==> src/rtl/lcdts_pkg.sv <==
// shared types and constants of the display timing and status block
package lcdts_pkg;

  localparam int DotW  = 11;
  localparam int LineW = 8;

  typedef logic [1:0] opcode_t;

  localparam opcode_t OP_TICK  = 2'd0;
  localparam opcode_t OP_READ  = 2'd1;
  localparam opcode_t OP_WRITE = 2'd2;

  localparam logic [31:0] ADDR_CONTROL = 32'h0400_0000;
  localparam logic [31:0] ADDR_STATUS  = 32'h0400_0004;
  localparam logic [31:0] ADDR_LINE    = 32'h0400_0006;

  localparam logic [15:0] STATUS_WR_MASK = 16'hfff8;
  localparam logic [15:0] READ_UNKNOWN   = 16'hffff;

  // status word bit positions
  localparam int StVblankFlag = 0;
  localparam int StHblankFlag = 1;
  localparam int StMatchFlag  = 2;
  localparam int StVblankEn   = 3;
  localparam int StHblankEn   = 4;
  localparam int StMatchEn    = 5;

  typedef struct packed {
    opcode_t     opcode;
    logic [31:0] bus_address;
    logic [15:0] write_value;
  } req_t;

  typedef struct packed {
    logic        in_hblank;
    logic        in_vblank;
    logic        irq_line_match;
    logic        irq_vblank;
    logic        irq_hblank;
    logic [15:0] read_data;
  } res_t;

endpackage

==> src/rtl/lcdts_core.sv <==
// timing counters, register file and per-item result logic
module lcdts_core #(
  parameter int DOTS_PER_LINE = 1232,
  parameter int HBLANK_START  = 1006,
  parameter int VISIBLE_LINES = 160,
  parameter int TOTAL_LINES   = 228
) (
  input  logic          clk,
  input  logic          rst,
  input  logic          advance,
  input  lcdts_pkg::req_t item,
  output lcdts_pkg::res_t result
);

  localparam logic [lcdts_pkg::DotW-1:0]  DotsEnd  = lcdts_pkg::DotW'(DOTS_PER_LINE);
  localparam logic [lcdts_pkg::DotW-1:0]  HblStart = lcdts_pkg::DotW'(HBLANK_START);
  localparam logic [lcdts_pkg::LineW-1:0] VisEnd   = lcdts_pkg::LineW'(VISIBLE_LINES);
  localparam logic [lcdts_pkg::LineW-1:0] LinesEnd = lcdts_pkg::LineW'(TOTAL_LINES);
  localparam logic [lcdts_pkg::LineW-1:0] VblLast  = lcdts_pkg::LineW'(TOTAL_LINES - 2);

  logic [lcdts_pkg::DotW-1:0]  dot_counter, dot_counter_next, dot_inc;
  logic [lcdts_pkg::LineW-1:0] line_counter, line_counter_next, line_inc;
  logic [15:0] control_word, control_word_next;
  logic [15:0] status_word, status_word_next;
  logic [15:0] status_live;
  logic [lcdts_pkg::LineW-1:0] match_line;

  always_ff @(posedge clk) begin
    if (rst) begin
      dot_counter  <= '0;
      line_counter <= '0;
      control_word <= '0;
      status_word  <= '0;
    end else if (advance) begin
      dot_counter  <= dot_counter_next;
      line_counter <= line_counter_next;
      control_word <= control_word_next;
      status_word  <= status_word_next;
    end
  end

  assign match_line = status_word[15:8];
  assign dot_inc    = dot_counter + 1'b1;
  assign line_inc   = line_counter + 1'b1;

  always_comb begin
    status_live = status_word;
    status_live[lcdts_pkg::StVblankFlag] = (line_counter >= VisEnd) && (line_counter <= VblLast);
    status_live[lcdts_pkg::StHblankFlag] = (dot_counter >= HblStart);
    status_live[lcdts_pkg::StMatchFlag]  = (line_counter == match_line);
  end

  always_comb begin
    dot_counter_next  = dot_counter;
    line_counter_next = line_counter;
    control_word_next = control_word;
    status_word_next  = status_word;
    result            = '0;
    unique case (item.opcode)
      lcdts_pkg::OP_TICK: begin
        dot_counter_next = dot_inc;
        if (dot_inc == HblStart) begin
          result.irq_hblank = status_word[lcdts_pkg::StHblankEn];
        end else if (dot_inc == DotsEnd) begin
          dot_counter_next = '0;
          if (line_inc == VisEnd) begin
            result.irq_vblank = status_word[lcdts_pkg::StVblankEn];
            line_counter_next = line_inc;
          end else if (line_inc == LinesEnd) begin
            line_counter_next = '0;
          end else begin
            line_counter_next = line_inc;
          end
          result.irq_line_match = (line_counter_next == match_line) &&
                                  status_word[lcdts_pkg::StMatchEn];
        end
      end
      lcdts_pkg::OP_READ: begin
        priority if (item.bus_address == lcdts_pkg::ADDR_CONTROL) begin
          result.read_data = control_word;
        end else if (item.bus_address == lcdts_pkg::ADDR_STATUS) begin
          result.read_data = status_live;
        end else if (item.bus_address == lcdts_pkg::ADDR_LINE) begin
          result.read_data = 16'(line_counter);
        end else begin
          result.read_data = lcdts_pkg::READ_UNKNOWN;
        end
      end
      lcdts_pkg::OP_WRITE: begin
        if (item.bus_address == lcdts_pkg::ADDR_CONTROL) begin
          control_word_next = item.write_value;
        end else if (item.bus_address == lcdts_pkg::ADDR_STATUS) begin
          status_word_next = item.write_value & lcdts_pkg::STATUS_WR_MASK;
        end
      end
      default: begin
      end
    endcase
    result.in_vblank = (line_counter_next >= VisEnd);
    result.in_hblank = (line_counter_next < VisEnd) && (dot_counter_next >= HblStart);
  end

endmodule

==> src/rtl/lcd_timing_status_irq.sv <==
// top level of the display timing and status block: input and result registers
// an accepted item passes through the input register and then the result register before its result shows on m_*
// throughput: one item per cycle while m_tready is high; the counter and register update is combinational logic
// while a result waits the input register still takes one more item, then s_tready drops
// back-pressure from m_tready reaches s_tready combinationally, no bubble cycles
// reset: synchronous, active high; clears both valid flags, counters, control and status
module lcd_timing_status_irq #(
  parameter int DOTS_PER_LINE = 1232,
  parameter int HBLANK_START  = 1006,
  parameter int VISIBLE_LINES = 160,
  parameter int TOTAL_LINES   = 228
) (
  input  logic        clk,
  input  logic        rst,
  input  logic        s_tvalid,
  output logic        s_tready,
  input  logic [47:0] s_tdata,   // bus_address[31:0], write_value[47:32]
  input  logic [1:0]  s_tuser,   // opcode[1:0]
  output logic        m_tvalid,
  input  logic        m_tready,
  // read_data[15:0], irq_hblank[16], irq_vblank[17], irq_line_match[18],
  // in_vblank[19], in_hblank[20], zero fill [23:21]
  output logic [23:0] m_tdata
);

  // input register
  logic            in_valid;
  lcdts_pkg::req_t in_item;

  // result register
  logic            out_valid;
  lcdts_pkg::res_t out_res;
  lcdts_pkg::res_t core_res;

  logic out_free;
  logic advance;

  // the result slot is free when empty or being taken this cycle
  assign out_free = !out_valid || m_tready;
  // an item in the input register is worked on and moves on in the same cycle, once the result slot is free
  assign advance  = in_valid && out_free;
  assign s_tready = !in_valid || advance;

  always_ff @(posedge clk) begin
    if (rst) begin
      in_valid <= 1'b0;
    end else if (s_tready) begin
      in_valid <= s_tvalid;
    end
  end

  always_ff @(posedge clk) begin
    if (s_tvalid && s_tready) begin
      in_item.opcode      <= s_tuser;
      in_item.bus_address <= s_tdata[31:0];
      in_item.write_value <= s_tdata[47:32];
    end
  end

  // counters and registers change only when the item moves into the result slot
  lcdts_core #(
    .DOTS_PER_LINE (DOTS_PER_LINE),
    .HBLANK_START  (HBLANK_START),
    .VISIBLE_LINES (VISIBLE_LINES),
    .TOTAL_LINES   (TOTAL_LINES)
  ) u_core (
    .clk     (clk),
    .rst     (rst),
    .advance (advance),
    .item    (in_item),
    .result  (core_res)
  );

  always_ff @(posedge clk) begin
    if (rst) begin
      out_valid <= 1'b0;
    end else if (out_free) begin
      out_valid <= in_valid;
    end
  end

  always_ff @(posedge clk) begin
    if (advance) begin
      out_res <= core_res;
    end
  end

  assign m_tvalid = out_valid;
  assign m_tdata  = {3'b000, out_res};

endmodule

==> config.mk <==
export PLATFORM = sky130hd
export DESIGN_NAME = lcd_timing_status_irq
export DESIGN_NICKNAME = d
export VERILOG_FILES = /design/src/rtl/lcdts_pkg.sv /design/src/rtl/lcdts_core.sv /design/src/rtl/lcd_timing_status_irq.sv
export SDC_FILE = /design/constraint.sdc
export NUM_CORES = 1
export LEC_CHECK = 0
export BUFFER_PORTS_ARGS = -buffer_cell sky130_fd_sc_hd__buf_4
export CAP_MARGIN = 15
export CORE_ASPECT_RATIO = 1.5
export CORE_MARGIN = 2
export CORE_UTILIZATION = 50
export DETAILED_ROUTE_END_ITERATION = 8
export PLACE_DENSITY_LB_ADDON = 0.08
export SLEW_MARGIN = 30
export SYNTH_ARGS = -nofsm -noshare
export SYNTH_HDL_FRONTEND = slang
export SYNTH_SLANG_ARGS = --single-unit
==> constraint.sdc <==
create_clock -name clk -period 4.5 [get_ports clk]
set_clock_uncertainty 0.15 [all_clocks]
set_input_delay 0.9 -clock clk [delete_from_list [all_inputs] [get_ports clk]]
set_output_delay 0.9 -clock clk [all_outputs]
set_load 0.005 [all_outputs]
==> key figures <==
Critical path
  – FF-to-FF End: m_tdata[18]
  – Setup CP Type: flip-flop to flip-flop
  – Internal reg-to-reg setup slack: 1130 ps
  – R2r startpoint: u_core.dot_counter[1]
  – Crit path largest cell delay: 630 ps
  – Crit end category: flip-flop
  – Critical path, cell by cell: ha_1 -> nand4_2 -> o21a_2 -> a2111oi_4 -> nand3_1 -> or4_1 -> a2111oi_2
  – WP depth: 7
  – Worst setup SP type: flip-flop
  – Worst-path cell with the longest stage delay: or4_1
  – Crit-path max FO: 11
  – WP data required: 4570 ps
  – FF-to-FF path depth: 7
  – CP delay by family, top: simple AND/OR/NAND/NOR gates
  – Crit path buffers/inverters: 0
  – Worst Path Arrival: 3440 ps

Yosys
  – Cell variety after synth: 62
  – Mapped cell area: 5510 µm²
  – Mean Syn Cell Area: 10.9 µm²
  – Ys Warns: 0
  – Synth Register Bits: 121
  – Simple-Gate Fraction of Synth Area: 0.185
  – Yosys top cell area share: 0.387
  – Synth area leader: edfxtp_1
  – Largest family of logic cells by synthesized area: simple AND/OR/NAND/NOR gates
  – Adder-Cell Fraction of Synth Area: 0.0114
  – Ys async rst share: 0
  – Compound-cell area share of the yosys netlist: 0.0892
  – XOR/XNOR share of the synthesized area: 0.0381
  – Syn Inst Count: 507
  – Ys flop type: edfxtp_1
  – Post-synth EDFFs: 71
  – Synth area leaders: edfxtp_1 39%, dfxtp_1 18%, mux2i_1 6.5%, nor2_1 4.7%, xnor2_1 2.4%
  – Post-synthesis sequential area ratio: 0.568
  – Multiplexer share of the synthesized area: 0.0654

Layout
  – Commonest non-fill, non-tap cell in the layout: buf_4
  – FF+latch area: 3130 µm²
  – Layout cells sized above 1: 0.217
  – # diodes: 0
  – Fin nets: 630
  – Area Overhead vs Synth: 21.5%
  – Fin area: 6700 µm²
  – Fillers: 911
  – Most frequent cells in the layout: 80 x buf_4, 71 x edfxtp_1, 69 x nor2_1
  – Area occupied by multi-input gates: 2160 µm²

Timing
  – Min cycle time layout: 3370 ps
  – Relative slew slack: 0.442
  – Worst setup margin: 1130 ps
  – RSZ-0062 raised after global routing: false
  – Slew Limit Fails: 0
  – Tcrit/Tclk final: 0.750
  – Setup_tns: 0 ps
  – Worst slew pin tran: 837 ps
  – Final Hold Viols: 0
  – Final setup violation count: 0
  – Fmax: 0.296 GHz

Placement
  – DP Area: 6120 µm²
  – Place WS: 1150 ps
  – Port bufs: 76
  – Routability cong.: 0.891
  – DP HPWL: 8680 µm

Detailed routing
  – Initial DRC Count: 164
  – DRC viols: 0
  – TritonRoute pass-1 iters: 4
  – Routed vias/inst: 5.45
  – Vias: 3985
  – Wirelength per Cell: 17.0 µm
  – Antenna viol nets, final: 0
  – WL final: 12400 µm

Floorplanning
  – I/O Pins: 80
  – DIE HEIGHT: 133 µm
  – Core outline area: 10900 µm²
  – Chip Width: 89.7 µm
  – Initial Utilization: 0.507
  – Cell Rows: 47
  – DIE AREA: 11900 µm²

Global route
  – First-pass GRT wire length: 20300 µm
  – Total gr overflow: 0
  – Initial antenna violation count: 0
  – Largest net degree at the start of global routing: 51
  – Vias in the first global route: 4031
  – GRT Total Usage: 0.219

Min path
  – Worst hold path cell count: 2
  – Worst Hold End: u_core.control_word[14]
  – Min-Delay Path Class: flip-flop to flip-flop
  – Hold_sp: u_core.control_word[14]

CTS
  – TritonCTS clock tree: built
  – Max Buffers Root-to-Sink: 2
  – CTS Buf Count: 17
  – Worst-path clk slew: 60 ps
  – Hold_buf cts: 0
  – Setup Fix Bufs, Post-CTS: 0
  – CTS Sinks: 121
  – H-tree Lvls: 4
  – Root Driver: clkbuf_16
  – Clock Latency Late Sink: 420 ps
  – CTS resizes: 0

Status
  – Status: complete, no violations

Power and ir drop
  – Cell Pwr Density: 394 nW/µm²
  – Worst IR Drop VDD: 316 µV
  – Leakage: 2.54 nW

Run
  – Max-Cap Viols: 0
-- logic make-up (layout without fill, tap and decap cells) --
family          count (synthesis)  after routing
simple gates                  200            200
flops                         121            121
compound gates                 72             72
buf+inv                        48            123
mux                            36             36
xor+xnor                       24             24
fa+ha+maj                       5              5
other cells                     1              3
-- Yosys cell counts, types with 2 or more instances --
library cell  instances
nand2b_1              4
xor2_1                9
o22ai_1               2
nand3_1              20
a211oi_1              7
o21ai_0               8
buf_6                 3
nor4b_1               2
o211ai_1              4
and2_1                5
mux2i_1              36
inv_1                11
nand4_1               6
or4_1                 2
nor2b_1               7
nor3b_1               4
nand2_1              28
a21oi_1              26
buf_4                 6
and4_1                5
nor4_1                7
or2_2                 2
nor3_1               22
a31oi_1               5
xnor2_1              15
dfxtp_1              50
edfxtp_1             71
nand3_2               2
o21a_1                2
or3_1                 5
clkbuf_1             23
o31ai_1               2
nor2_1               69
ha_1                  5
buf_2                 4
and3_1                2
-- sequential cells by signal (all words and copies together), names as in the netlist --
name	cells
in_item	50
in_valid	1
m_tdata	21
m_tvalid	1
u_core.control_word	16
u_core.dot_counter	11
u_core.line_counter	8
u_core.status_word	13
-- layer usage --
metal,track usage,part of all wire,vias to the layer above
li1,-,-,1960
met1,0.242,0.39,1886
met2,0.396,0.54,114
met3,0.0541,0.045,25
met4,0.0991,0.027,0
met5,0,0,-
-- worst reg2reg max path, delay by kind of cell (launching register included) --
kind | cells | cell delay (ps)
adder cells (fa/ha/maj) | 1 | 480
AND/OR/NAND/NOR | 3 | 1240
AO/OA/AOI/OAI | 3 | 810
flip-flops | 1 | 510
-- power by group --
part           switching (mW)  total, mW  internal, mW  leakage [nW]
clock network           0.518       1.30         0.784         0.275
logic                  0.0484      0.101        0.0522          1.18
registers              0.0204       1.24          1.22          1.09
total                   0.587       2.64          2.05          2.54
-- layout make-up --
type / instances / area share
clock inverters: 14 / 0.0204
flip-flops and latches: 121 / 0.468
inverters: 11 / 0.00617
multi-input cells: 340 / 0.323
repair buffers: 80 / 0.0897
clock buffers: 18 / 0.0656
well taps: 147 / 0.0275
-- per-stage QoR --
stage / hold WS [ps] / power [mW] / util / std cells
after CTS: 348 / 2.66 / 0.615 / 731
final: 341 / 2.64 / 0.615 / 731
after detailed placement: 334 / 1.36 / 0.563 / 699
after global routing: 371 / 2.72 / 0.615 / 731
after global placement: 323 / 1.36 / 0.562 / 699
after floorplan: 306 / 1.30 / - / 509
-- how the worst max path moves through the flow --
stage	startpoint	to	slack (ps)
floorplan	m_tready	u_core.control_word[10]	1020
global route	u_core.dot_counter[1]	m_tdata[18]	830
global placement	u_core.dot_counter[1]	m_tdata[18]	1190
CTS	u_core.dot_counter[1]	m_tdata[18]	1100
finish	u_core.dot_counter[1]	m_tdata[18]	1130
detailed placement	u_core.dot_counter[1]	m_tdata[18]	1150
No activity file was read; power rests on OpenSTA's default activity.
